## src/hw/rtl/fm_discriminator_iq_core_defines.svh

```systemverilog
// Assertion macros shared by the FM discriminator RTL.
// Expects clk and arst_n in the scope where a macro is used.
`ifndef FM_DISCRIMINATOR_IQ_CORE_DEFINES_SVH
`define FM_DISCRIMINATOR_IQ_CORE_DEFINES_SVH

// same-cycle implication, disabled while in reset
`define FMD_ASSERT_NOW(lbl, ante, cons, msg) \
	lbl: assert property (@(posedge clk) disable iff (!arst_n) (ante) |-> (cons)) else $error(msg);

// next-cycle implication, disabled while in reset
`define FMD_ASSERT_NEXT(lbl, ante, cons, msg) \
	lbl: assert property (@(posedge clk) disable iff (!arst_n) (ante) |=> (cons)) else $error(msg);

`endif

```

## src/hw/rtl/fmd_pkg.sv

```systemverilog
// Package for the FM discriminator: widths, multiplier op codes and the
// control/result structs passed between the core, the MAC and the divider.
`timescale 1ns / 1ps
package fmd_pkg;

	localparam int SAMPLE_WIDTH  = 16;
	localparam int OUT_FRAC_BITS = 12;
	localparam int IN_W          = 16;
	localparam int OUT_W         = 16;

	localparam int PROD_W = 2 * SAMPLE_WIDTH;
	localparam int NUM_W  = 2 * SAMPLE_WIDTH + 1;
	localparam int MAG_W  = 2 * SAMPLE_WIDTH;
	localparam int DEN_W  = 2 * SAMPLE_WIDTH;

	// quotient with one extra fraction bit for rounding, wide enough to see saturation
	localparam int QUOT_W    = OUT_W + 1;
	localparam int PRE_SH    = QUOT_W - OUT_FRAC_BITS - 1;
	localparam int DIV_CNT_W = $clog2(QUOT_W);
	localparam int RND_W     = OUT_W + 1;

	localparam logic [RND_W-1:0] OUT_MAX_MAG = RND_W'((1 << (OUT_W - 1)) - 1);
	localparam logic [RND_W-1:0] OUT_MIN_MAG = RND_W'(1 << (OUT_W - 1));
	localparam logic [OUT_W-1:0] SAT_POS     = {1'b0, {(OUT_W - 1){1'b1}}};
	localparam logic [OUT_W-1:0] SAT_NEG     = {1'b1, {(OUT_W - 1){1'b0}}};

	// products in issue order; num = q*prev_i - i*prev_q, den = i*i + q*q
	typedef enum logic [1:0] {
		OP_QPI = 2'd0,
		OP_IPQ = 2'd1,
		OP_II  = 2'd2,
		OP_QQ  = 2'd3
	} mul_op_t;

	typedef struct packed {
		logic    en;
		mul_op_t op;
	} mac_ctl_t;

	typedef struct packed {
		logic              done;
		logic              ovf;
		logic [QUOT_W-1:0] quot;
	} div_res_t;

endpackage

```

## src/hw/rtl/fm_discriminator_iq_core.sv

```systemverilog
// FM quadrature discriminator: (q*prev_i - i*prev_q) / (i^2 + q^2), rounded, saturated Q3.12.
// The 17-step restoring divider follows 4 passes through one shared multiplier; a zero
// magnitude skips the divider, and an overflow skips its divide steps.
// One item in flight; in_ready returns once the result is registered.
// arst_n clears control state and the previous I/Q sample to zero.
`timescale 1ns / 1ps
module fm_discriminator_iq_core (
	input  logic                            clk,
	input  logic                            arst_n,
	input  logic                            in_valid,
	output logic                            in_ready,
	input  logic signed [fmd_pkg::IN_W-1:0] i_sample,
	input  logic signed [fmd_pkg::IN_W-1:0] q_sample,
	output logic                            out_valid,
	input  logic                            out_ready,
	output logic signed [fmd_pkg::OUT_W-1:0] freq_dev,
	output logic                            saturated,
	output logic                            zero_magnitude
);
	import fmd_pkg::*;
	`include "fm_discriminator_iq_core_defines.svh"

	typedef enum logic [5:0] {
		S_IDLE  = 6'b000001,
		S_MUL   = 6'b000010,
		S_DRAIN = 6'b000100,
		S_DIVGO = 6'b001000,
		S_DIV   = 6'b010000,
		S_FIN   = 6'b100000
	} state_t;

	state_t                         st_q;
	logic [1:0]                     op_cnt_q;
	logic signed [SAMPLE_WIDTH-1:0] cur_i_q, cur_q_q, prev_i_q, prev_q_q;
	logic                           neg_q, zero_q;
	logic                           out_valid_q;
	logic signed [OUT_W-1:0]        freq_dev_q;
	logic                           sat_q, zmag_q;

	mac_ctl_t                       mac_ctl;
	logic signed [NUM_W-1:0]        num;
	logic        [DEN_W-1:0]        den;
	logic        [NUM_W-1:0]        num_neg;
	logic        [MAG_W-1:0]        mag;
	logic                           div_start;
	div_res_t                       div_res;

	logic                           in_xfer, out_free;
	logic [RND_W-1:0]               rnd, rnd_neg;
	logic [OUT_W-1:0]               res_val;
	logic                           res_sat;

	assign in_xfer  = in_valid && in_ready;
	assign out_free = !out_valid_q || out_ready;
	assign in_ready = (st_q == S_IDLE);

	assign mac_ctl.en = (st_q == S_MUL);
	assign mac_ctl.op = mul_op_t'(op_cnt_q);

	fmd_mac u_mac (
		.clk    (clk),
		.arst_n (arst_n),
		.ctl    (mac_ctl),
		.cur_i  (cur_i_q),
		.cur_q  (cur_q_q),
		.prev_i (prev_i_q),
		.prev_q (prev_q_q),
		.num    (num),
		.den    (den)
	);

	assign num_neg   = -num;
	assign mag       = num[NUM_W-1] ? num_neg[MAG_W-1:0] : num[MAG_W-1:0];
	assign div_start = (st_q == S_DIVGO) && (den != '0);

	fmd_div u_div (
		.clk      (clk),
		.arst_n   (arst_n),
		.start    (div_start),
		.dividend (mag),
		.divisor  (den),
		.res      (div_res)
	);

	// round half away from zero on the magnitude, then clip
	assign rnd     = RND_W'(({1'b0, div_res.quot} + (QUOT_W + 1)'(1)) >> 1);
	assign rnd_neg = -rnd;

	always_comb begin
		res_val = '0;
		res_sat = 1'b0;
		if (zero_q) begin
			res_val = '0;
		end else if (!neg_q) begin
			if (div_res.ovf || rnd > OUT_MAX_MAG) begin
				res_val = SAT_POS;
				res_sat = 1'b1;
			end else begin
				res_val = rnd[OUT_W-1:0];
			end
		end else begin
			if (div_res.ovf || rnd > OUT_MIN_MAG) begin
				res_val = SAT_NEG;
				res_sat = 1'b1;
			end else begin
				res_val = rnd_neg[OUT_W-1:0];
			end
		end
	end

	always_ff @(posedge clk or negedge arst_n) begin
		if (!arst_n) begin
			st_q        <= S_IDLE;
			op_cnt_q    <= '0;
			out_valid_q <= 1'b0;
			prev_i_q    <= '0;
			prev_q_q    <= '0;
		end else begin
			if (st_q == S_FIN && out_free) begin
				out_valid_q <= 1'b1;
			end else if (out_ready) begin
				out_valid_q <= 1'b0;
			end
			case (st_q)
				S_IDLE: begin
					if (in_xfer) begin
						op_cnt_q <= '0;
						st_q     <= S_MUL;
					end
				end
				S_MUL: begin
					op_cnt_q <= op_cnt_q + 1'b1;
					if (op_cnt_q == 2'(OP_QQ)) begin
						st_q <= S_DRAIN;
					end
				end
				S_DRAIN: begin
					// all products issued; current sample becomes the previous one
					prev_i_q <= cur_i_q;
					prev_q_q <= cur_q_q;
					st_q     <= S_DIVGO;
				end
				S_DIVGO: begin
					st_q <= (den == '0) ? S_FIN : S_DIV;
				end
				S_DIV: begin
					if (div_res.done) begin
						st_q <= S_FIN;
					end
				end
				S_FIN: begin
					if (out_free) begin
						st_q <= S_IDLE;
					end
				end
				default: st_q <= S_IDLE;
			endcase
		end
	end

	always_ff @(posedge clk) begin
		if (in_xfer) begin
			cur_i_q <= i_sample[SAMPLE_WIDTH-1:0];
			cur_q_q <= q_sample[SAMPLE_WIDTH-1:0];
		end
		if (st_q == S_DIVGO) begin
			neg_q  <= num[NUM_W-1];
			zero_q <= (den == '0);
		end
		if (st_q == S_FIN && out_free) begin
			freq_dev_q <= res_val;
			sat_q      <= res_sat;
			zmag_q     <= zero_q;
		end
	end

	assign out_valid      = out_valid_q;
	assign freq_dev       = freq_dev_q;
	assign saturated      = sat_q;
	assign zero_magnitude = zmag_q;

	`FMD_ASSERT_NEXT(a_busy_after_xfer, in_valid && in_ready, !in_ready,
		"input taken while an item is in flight")
	`FMD_ASSERT_NOW(a_zero_clean, out_valid && zero_magnitude, freq_dev == '0 && !saturated,
		"zero magnitude result not cleared")
	`FMD_ASSERT_NOW(a_done_in_div, div_res.done, st_q == S_DIV,
		"divider finished outside the divide phase")
	`FMD_ASSERT_NOW(a_start_nonzero, div_start, den != '0, "divider started with zero divisor")

endmodule

```

## src/hw/rtl/fmd_mac.sv

```systemverilog
// Shared signed multiplier with registered product and num/den accumulators.
// Depends on fmd_pkg.
`timescale 1ns / 1ps
module fmd_mac (
	input  logic                                   clk,
	input  logic                                   arst_n,
	input  fmd_pkg::mac_ctl_t                      ctl,
	input  logic signed [fmd_pkg::SAMPLE_WIDTH-1:0] cur_i,
	input  logic signed [fmd_pkg::SAMPLE_WIDTH-1:0] cur_q,
	input  logic signed [fmd_pkg::SAMPLE_WIDTH-1:0] prev_i,
	input  logic signed [fmd_pkg::SAMPLE_WIDTH-1:0] prev_q,
	output logic signed [fmd_pkg::NUM_W-1:0]        num,
	output logic        [fmd_pkg::DEN_W-1:0]        den
);
	import fmd_pkg::*;

	logic signed [SAMPLE_WIDTH-1:0] opa, opb;
	logic signed [PROD_W-1:0]       prod_s1;
	logic signed [NUM_W-1:0]        prod_ext;
	mul_op_t                        op_s1;
	logic                           vld_s1;
	logic signed [NUM_W-1:0]        num_q;
	logic        [DEN_W-1:0]        den_q;

	always_comb begin
		case (ctl.op)
			OP_QPI: begin
				opa = cur_q;
				opb = prev_i;
			end
			OP_IPQ: begin
				opa = cur_i;
				opb = prev_q;
			end
			OP_II: begin
				opa = cur_i;
				opb = cur_i;
			end
			OP_QQ: begin
				opa = cur_q;
				opb = cur_q;
			end
			default: begin
				opa = cur_i;
				opb = cur_i;
			end
		endcase
	end

	assign prod_ext = {prod_s1[PROD_W-1], prod_s1};

	always_ff @(posedge clk or negedge arst_n) begin
		if (!arst_n) begin
			vld_s1 <= 1'b0;
		end else begin
			vld_s1 <= ctl.en;
		end
	end

	always_ff @(posedge clk) begin
		if (ctl.en) begin
			prod_s1 <= opa * opb;
			op_s1   <= ctl.op;
		end
		if (vld_s1) begin
			case (op_s1)
				OP_QPI:  num_q <= prod_ext;
				OP_IPQ:  num_q <= num_q - prod_ext;
				OP_II:   den_q <= DEN_W'(prod_s1);
				OP_QQ:   den_q <= den_q + DEN_W'(prod_s1);
				default: num_q <= num_q;
			endcase
		end
	end

	assign num = num_q;
	assign den = den_q;

endmodule

```

## src/hw/rtl/fmd_div.sv

```systemverilog
// Restoring divider, one quotient bit per cycle through one shared subtractor.
// Computes floor(dividend * 2^(OUT_FRAC_BITS+1) / divisor); flags overflow. Depends on fmd_pkg.
`timescale 1ns / 1ps
module fmd_div (
	input  logic                        clk,
	input  logic                        arst_n,
	input  logic                        start,
	input  logic [fmd_pkg::MAG_W-1:0]   dividend,
	input  logic [fmd_pkg::DEN_W-1:0]   divisor,
	output fmd_pkg::div_res_t           res
);
	import fmd_pkg::*;
	`include "fm_discriminator_iq_core_defines.svh"

	logic                 busy_q, done_q, ovf_q;
	logic [DIV_CNT_W-1:0] cnt_q;
	logic [DEN_W-1:0]     den_q, rem_q;
	logic [QUOT_W-1:0]    dvd_q, quot_q;
	logic [DEN_W:0]       trial;
	logic [DEN_W+1:0]     diff;
	logic                 fit;
	logic                 ovf_in;

	// quotient would need more than QUOT_W bits: saturates anyway
	assign ovf_in = {{PRE_SH{1'b0}}, dividend} >= {divisor, {PRE_SH{1'b0}}};

	assign trial = {rem_q, dvd_q[QUOT_W-1]};
	assign diff  = {1'b0, trial} - {2'b00, den_q};
	assign fit   = !diff[DEN_W+1];

	always_ff @(posedge clk or negedge arst_n) begin
		if (!arst_n) begin
			busy_q <= 1'b0;
			done_q <= 1'b0;
			ovf_q  <= 1'b0;
			cnt_q  <= '0;
		end else begin
			done_q <= 1'b0;
			if (start) begin
				ovf_q <= ovf_in;
				if (ovf_in) begin
					done_q <= 1'b1;
				end else begin
					busy_q <= 1'b1;
					cnt_q  <= DIV_CNT_W'(QUOT_W - 1);
				end
			end else if (busy_q) begin
				cnt_q <= cnt_q - 1'b1;
				if (cnt_q == '0) begin
					busy_q <= 1'b0;
					done_q <= 1'b1;
				end
			end
		end
	end

	always_ff @(posedge clk) begin
		if (start) begin
			den_q  <= divisor;
			rem_q  <= DEN_W'(dividend >> PRE_SH);
			dvd_q  <= QUOT_W'({dividend, {(OUT_FRAC_BITS + 1){1'b0}}});
			quot_q <= '0;
		end else if (busy_q) begin
			rem_q  <= fit ? diff[DEN_W-1:0] : trial[DEN_W-1:0];
			dvd_q  <= {dvd_q[QUOT_W-2:0], 1'b0};
			quot_q <= {quot_q[QUOT_W-2:0], fit};
		end
	end

	assign res.done = done_q;
	assign res.ovf  = ovf_q;
	assign res.quot = quot_q;

	`FMD_ASSERT_NOW(a_div_start_idle, start, !busy_q, "divider started while busy")
	`FMD_ASSERT_NOW(a_div_rem_bound, busy_q, rem_q < den_q, "partial remainder not below divisor")
	`FMD_ASSERT_NEXT(a_div_last_step, busy_q && cnt_q == '0 && !start, done_q && !busy_q,
		"divider did not finish after last step")

endmodule
```

## config.mk

```make
export PLATFORM = sky130hd
export DESIGN_NAME = fm_discriminator_iq_core
export DESIGN_NICKNAME = d
export VERILOG_FILES = /design/src/hw/rtl/fmd_pkg.sv /design/src/hw/rtl/fm_discriminator_iq_core.sv /design/src/hw/rtl/fmd_mac.sv /design/src/hw/rtl/fmd_div.sv
export VERILOG_INCLUDE_DIRS = /design/src /design/src/hw/rtl
export SDC_FILE = /design/constraint.sdc
export NUM_CORES = 1
export LEC_CHECK = 0
export BUFFER_PORTS_ARGS = -buffer_cell sky130_fd_sc_hd__buf_2
export CAP_MARGIN = 20
export CORE_UTILIZATION = 26
export DETAILED_ROUTE_END_ITERATION = 6
export GPL_TIMING_DRIVEN = 0
export HOLD_SLACK_MARGIN = 0.03
export PLACE_DENSITY = 0.43
export RECOVER_POWER = 25
export SYNTH_ARGS = -nofsm -noshare
export SYNTH_HDL_FRONTEND = slang
export SYNTH_HIERARCHICAL = 1
export SYNTH_SLANG_ARGS = --single-unit
```

## constraint.sdc

```tcl
create_clock -name clk -period 20.6 [get_ports clk]
set_clock_uncertainty 0.15 [all_clocks]
set_input_delay 4.12 -clock clk [delete_from_list [all_inputs] [get_ports clk]]
set_output_delay 4.12 -clock clk [all_outputs]
set_load 0.05 [all_outputs]
```

==> results of run 1 <==
-- synthesized netlist by cell type, types with 18 or more instances --
master and instances:
nand2_1 407, xor2_1 56, o21a_1 26, nand2b_1 39, mux2_2 42, o31ai_1 20, inv_1 451, nor2b_1 23
a21oi_1 155, o21ai_0 150, nand3_1 32, edfxtp_1 215, mux2i_1 46, clkbuf_1 69, and3_1 25, a21o_1 47
nor2_1 247, dfxtp_1 21, nor4_1 18, a211oi_1 19, xnor2_1 113, fa_1 265, nand4_1 28, nor3_1 25
dfrtp_1 49, a31oi_1 18, ha_1 216
-- routing by layer --
layer | routed length [um] | vias up
li1 | - | 10600
met1 | 38500 | 10200
met2 | 36900 | 341
met3 | 2310 | 91
met4 | 1920 | 0
met5 | 0 | -
-- state kept, by name, indices dropped and copies added, names as in the netlist, 4 cells and up --
signal         count
cur_q_q           16
u_mac/prod_s1     32
u_div/dvd_q        4
prev_q_q          16
u_mac/den         32
u_div/den_q       32
u_div/rem_q       32
freq_dev          16
u_mac/num         33
st_q               6
cur_i_q           16
prev_i_q          16
u_div/cnt_q        5
u_div/quot_q      17
-- area by class of cell --
cell class	count	area (sq um)
Buffer	88	374
Clock buffer	51	1030
Clock inverter	19	179
Fill cell	11600	76900
Inverter	453	1700
Multi-Input combinational cell	2247	18400
Sequential cell	286	8130
Tap cell	1414	1770
Timing Repair Buffer	70	467
-- metrics by stage --
step	std cells	utilization (%)	instance area [sq um]	hold WS, ns	setup slack, ns
2_1_floorplan	3074	-	28600	0.274	12.75
3_5_place_dp	4558	28.4	30900	0.302	10.58
3_3_place_gp	4543	28.1	30700	0.298	10.51
4_1_cts	4628	29.5	32100	0.314	10.57
5_1_grt	4628	29.4	32100	0.326	10.16
6_report	4628	29.4	32100	0.311	10.68
-- critical path: cells and delay by family (launching register included) --
family | cells | cell delay [ns]
AO/OA/AOI/OAI | 8 | 1.92
adder cells (fa/ha/maj) | 8 | 3.75
multiplexers | 1 | 1.02
flip-flops | 1 | 0.61
XOR/XNOR | 1 | 0.16
AND/OR/NAND/NOR | 2 | 0.24
buffers and inverters | 8 | 1.79
-- how the worst max path moves through the flow --
| stage | slack [ns] | from | endpoint |
|---|---|---|---|
| after global placement | 10.51 | op_cnt_q[0] | u_mac/prod_s1[31] |
| after global routing | 10.16 | op_cnt_q[0] | u_mac/prod_s1[31] |
| after detailed placement | 10.58 | op_cnt_q[0] | u_mac/prod_s1[31] |
| after CTS | 10.57 | op_cnt_q[0] | u_mac/prod_s1[31] |
| after floorplan | 12.75 | op_cnt_q[0] | u_mac/prod_s1[31] |
| final | 10.68 | op_cnt_q[0] | u_mac/prod_s1[31] |
-- logic make-up (layout without fill, tap and decap cells) --
family,after synthesis,count (layout)
simple gates,919,919
fa+ha+maj,481,481
xor+xnor,170,170
flops,286,286
compound gates,589,589
mux,88,88
buf+inv,541,681
==> impl_metrics.yaml, run 1 <==
synthesis:
  synth_adder_area_share_pct: 28.0
  ys_warn_count: 6
  synth-simple-area-share_pct: 14.6
  ys_seq_area_share_pct: 28.4
  synth_top_area_share_pct: 22.5
  yosysTopAreaCell: "edfxtp_1"
  synth_area_leaders: "edfxtp_1 23%, fa_1 19%, ha_1 9.4%"
  synth_compound_area_share_pct: 13.3
  synth_top_family_by_area: "adder cells"
  synth-xor-area-share_pct: 5.23
  postSynthAreaPerCell_sq_um: 9.31
  synth_cells: 3074
  async_flop_share_pct: 17.5
  syn-cell-area_sq_um: 28600
  synth-edff-count: 215
  synth.net_count: 3591
  ys.flop_type: "edfxtp_1"
  synthMuxAreaShare_pct: 3.26
  synth_seq_cells: 286
  synth_cell_type_count: 95
sta:
  layout_min_cycle_time_ns: 9.92
  finalSetupTns_ns: 0
  slew_headroom_pct: -62.0
  rsz0062_at_grt: "no"
  drv_slew: 63
  min_period_over_period_pct: 48.2
  setup_viol: 0
  worstMarginPinSlew_ns: 2.43
  hold_violations: 0
  max_clock_freq_mhz: 101
critical_path:
  worst_setup_path_end_kind: "register"
  reg2reg_from: "op_cnt_q[0]"
  crit_type: "reg -> reg"
  r2r_end: "u_mac/prod_s1[31]"
  crit_path_start_kind: "register"
  critical_path.max_stage_delay_ns: 1.02
  r2r_slack_ns: 10.68
  worstPathArrival_ns: 10.09
  crit_path_top_delay_cell: "mux2i_1"
  rr_worst_depth: 28
  crit_fanout: 10
  crit_path_frequent_cell: "fa_1"
  required_ns: 20.76
job:
  cap_violations: 2
placement:
  place.port_buffers: 55
  dp_hpwl_mm: 65.9
  gp_congestion: 0.821
run_status:
  status: "finished with violations"
  violations: "capacitance limit, slew limit"
min_path:
  hold_path_depth: 0
  min_from: "zero_q"
  min_to: "zero_magnitude"
  min_path_type: "reg -> reg"
floorplanning:
  rows: 121
  fp.dieH_um: 334
  start_util_pct: 26.3
  io_pins: 56
  core_area_sq_um: 109000
  die_x_um: 334
  die_area_sq_um: 111000
final_layout:
  drive_gt1_share_pct: 7.03
  layout_commonest_cell: "inv_1"
  antennaDiodeCount: 0
  most-common-layout-cells: "451 x inv_1, 407 x nand2_1, 265 x fa_1"
  areaGrowthSynthToFinish_pct: 12.0
  layout.nets: 3701
drt:
  via_count: 21300
  drtAntennaViolNets: 0
  drc: 0
  drt_iter0_drc: 961
  wire_per_inst_um: 17.2
  drt_wl_total_mm: 79.6
  via_per_inst: 4.59
  firstDrtPassIters: 5
clock_network:
  htree_num_levels: 2
  cts.clk_slew.worst_paths_ns: 0.06
  cts_buffers: 38
  cts_setup_buffers: 0
  cts_tree: "done"
  worstSkewPairLatency_ns: 0.59
  root_buffer: "clkbuf_16"
  holdBufCountCts: 0
  clock_sinks: 286
  clock_tree.buffer_depth: 3
  ctsResizeCount: 0
global_routing:
  grt_overflow: 0
  grt_max_degree: 51
  grt-busiest-layer: "met2"
  grt_pass1_wl_mm: 126
  antenna_found_initial: 1
  grt_use_met2_pct: 24.1
  use_met3_pct: 1.55
  groute.layer.met1.usage_pct: 19.5
  grt_pass1_vias: 22100
  grt_use_total_pct: 14.4
Power of run 1 is not shown: default switching activity piles up to over one toggle a cycle in this logic, so the estimate is an artifact.
==> run 2: changes to the inputs <==
--- a/config.mk
+++ b/config.mk
@@ -6,6 +6,7 @@
 export SDC_FILE = /design/constraint.sdc
 export NUM_CORES = 1
 export LEC_CHECK = 0
+export ABC_AREA = 1
 export BUFFER_PORTS_ARGS = -buffer_cell sky130_fd_sc_hd__buf_2
 export CAP_MARGIN = 20
 export CORE_UTILIZATION = 26
==> constraint.sdc (replaced) <==
create_clock -name clk -period 9.6 [get_ports clk]
set_clock_uncertainty 0.15 [all_clocks]
set_input_delay 1.92 -clock clk [delete_from_list [all_inputs] [get_ports clk]]
set_output_delay 1.92 -clock clk [all_outputs]
set_load 0.05 [all_outputs]
==> run 2 against run 1 <==
Compared with the run above:
- the run still ends with capacitance limit, slew limit left
- setup slack got worse by 8.9 ns
- worst hold slack better by 0.010 ns
- first-iteration DRC count rose by 67%
- non-clock buffer count is 21 lower
- sequential cell count did not move
- sequential share of layout area down 2.7 points
- register-to-register slack got worse by 8.9 ns
- via count is 28% higher
- final cell count grew 33%
- critical endpoint unchanged
==> impl_metrics.yaml, run 2 <==
run_status:
  status: "finished with violations"
  violations: "capacitance limit, slew limit"
sta:
  slew_headroom_pct: -11.8
  drv_slew: 27
  rsz0062_at_grt: "no"
  setup_slack_ns: 1.76
  min_period_over_period_pct: 81.7
  layout_min_cycle_time_ns: 7.84
  max_clock_freq_mhz: 128
  worstMarginPinSlew_ns: 1.68
  hold_slack_ns: 0.321
  hold_violations: 0
  setup_viol: 0
  finalSetupTns_ns: 0
synthesis:
  synth-simple-area-share_pct: 28.8
  synth_top_family_by_area: "simple AND/OR/NAND/NOR gates"
  synth-edff-count: 215
  synth.net_count: 4904
  ys.flop_type: "edfxtp_1"
  synthMuxAreaShare_pct: 0
  synth_top_area_share_pct: 20.1
  synth-xor-area-share_pct: 2.64
  synth_adder_area_share_pct: 24.9
  synth_seq_cells: 286
  yosysMostFrequentCell: "nand2_1"
  ys_seq_area_share_pct: 25.3
  syn-cell-area_sq_um: 32100
  synth_compound_area_share_pct: 6.19
  synth_cells: 4387
  postSynthAreaPerCell_sq_um: 7.33
  netlist_top_cells_count: "1315 x nand2_1, 890 x inv_1, 388 x nor2_1"
  synth_area_leaders: "edfxtp_1 20%, fa_1 17%, nand2_1 15%"
  async_flop_share_pct: 17.5
  ys_warn_count: 6
  synth_cell_type_count: 59
  yosysTopAreaCell: "edfxtp_1"
drt:
  via_per_inst: 4.43
  wire_per_inst_um: 17.0
  drtAntennaViolNets: 0
  firstDrtPassIters: 5
  via_count: 27200
  drc: 0
  drt_wl_total_mm: 105
  drt_iter0_drc: 1606
final_layout:
  drive_gt1_share_pct: 7.29
  most-common-layout-cells: "1315 x nand2_1, 890 x inv_1, 385 x nor2_1"
  layout_commonest_cell: "nand2_1"
  areaGrowthSynthToFinish_pct: 11.8
  largest_reg_flops: 33
  final_core_util_pct: 29.4
  nFillCells: 13500
  antennaDiodeCount: 0
  layout.nets: 5009
clock_network:
  cts_tree: "done"
  ctsResizeCount: 0
  cts.clk_slew.worst_paths_ns: 0.06
  holdBufCountCts: 0
  htree_num_levels: 2
  root_buffer: "clkbuf_16"
  clock_sinks: 286
  cts_setup_buffers: 0
  clock_tree.buffer_depth: 3
  worstSkewPairLatency_ns: 0.60
  cts_buffers: 41
global_routing:
  grt_pass1_vias: 27500
  grt_use_total_pct: 16.8
  antenna_found_initial: 0
  grt_overflow: 0
  grt_max_degree: 44
  grt_pass1_wl_mm: 163
critical_path:
  critPathCapture: "u_mac/prod_s1[31]"
  startpoint: "op_cnt_q[0]"
  critical_path.max_stage_delay_ns: 0.92
  crit_cells: 26
  crit_path_start_kind: "register"
  r2r_end: "u_mac/prod_s1[31]"
  crit_fanout: 10
  crit_type: "reg -> reg"
  cp_top_family: "adder cells"
  r2r_slack_ns: 1.76
  crit_path_top_delay_cell: "fa_1"
  path_buf_inv: 9
  required_ns: 9.79
  rr_worst_depth: 26
  reg2reg_from: "op_cnt_q[0]"
  worstPathArrival_ns: 8.03
  worst_setup_path_end_kind: "register"
  crit_path_frequent_cell: "fa_1"
placement:
  dp_hpwl_mm: 88.7
  place_ws_ns: 1.72
  place.port_buffers: 55
  gp_congestion: 0.892
floorplanning:
  die_x_um: 354
  io_pins: 56
  core_area_sq_um: 122000
  fp.dieH_um: 354
  start_util_pct: 26.3
  die_area_sq_um: 125000
  rows: 128
job:
  cap_violations: 1
min_path:
  min_path_type: "reg -> reg"
  hold_path_depth: 2
-- run 2: cell count changes in the layout (fill, tap and decap cells not counted), sizes merged, moves of 46 or more --
cell / delta
clkbuf: -48
inv: +462
nor2: +169
nand3: +230
mux2i: -46
nand2: +949
xnor2: -74
-- run 2: per-layer routing --
layer  wire (um)  track usage (%)  vias to the layer above  share of wire (%)
met5           0                0                        -                  0
met2       49700             29.2                      446                 47
met3        3010             1.54                      119                2.9
met4        3480             5.52                        0                3.3
li1            -                -                    13800                  -
met1       48400             21.9                    12900                 46
-- run 2: final cells by class --
class	count	area, sq um	share of cell area (%)
Inverter	920	3460	9.62
Clock inverter	27	268	0.745
Multi-Input combinational cell	3106	20100	56.0
Tap cell	1625	2030	5.66
Buffer	75	453	1.26
Clock buffer	48	1070	2.98
Sequential cell	286	8130	22.6
Timing Repair Buffer	62	408	1.14
-- run 2: logic make-up after synthesis --
kind of cell / after synthesis
and+or+nand+nor: 2191
buffers and inverters: 995
adders and majority gates: 481
AOI/OAI and AO/OA: 337
DFF: 286
xor gates and xnor gates: 97
-- run 2: worst min path at each step --
stage	start	endpoint	slack, ns
finish	u_div/cnt_q[0]	u_div/cnt_q[0]	0.32
global route	u_div/cnt_q[0]	u_div/cnt_q[0]	0.33
CTS	u_div/cnt_q[0]	u_div/cnt_q[0]	0.32
detailed placement	u_div/cnt_q[0]	u_div/cnt_q[0]	0.31
global placement	u_div/cnt_q[0]	u_div/cnt_q[0]	0.31
floorplan	zero_q	zero_magnitude	0.27
-- run 2: tightest hold or removal path: stages (launching register included) --
cell	delay, ns
dfrtp_1	0.34
nand2_1	0.05
nand2_1	0.05
-- run 2: stage by stage --
step	std cells	cell area [sq um]
floorplan	4387	32100
global placement	6067	34400
detailed placement	6074	34600
CTS	6149	36000
global route	6149	35900
finish	6149	35900
Power of run 2 is left out for the same reason.
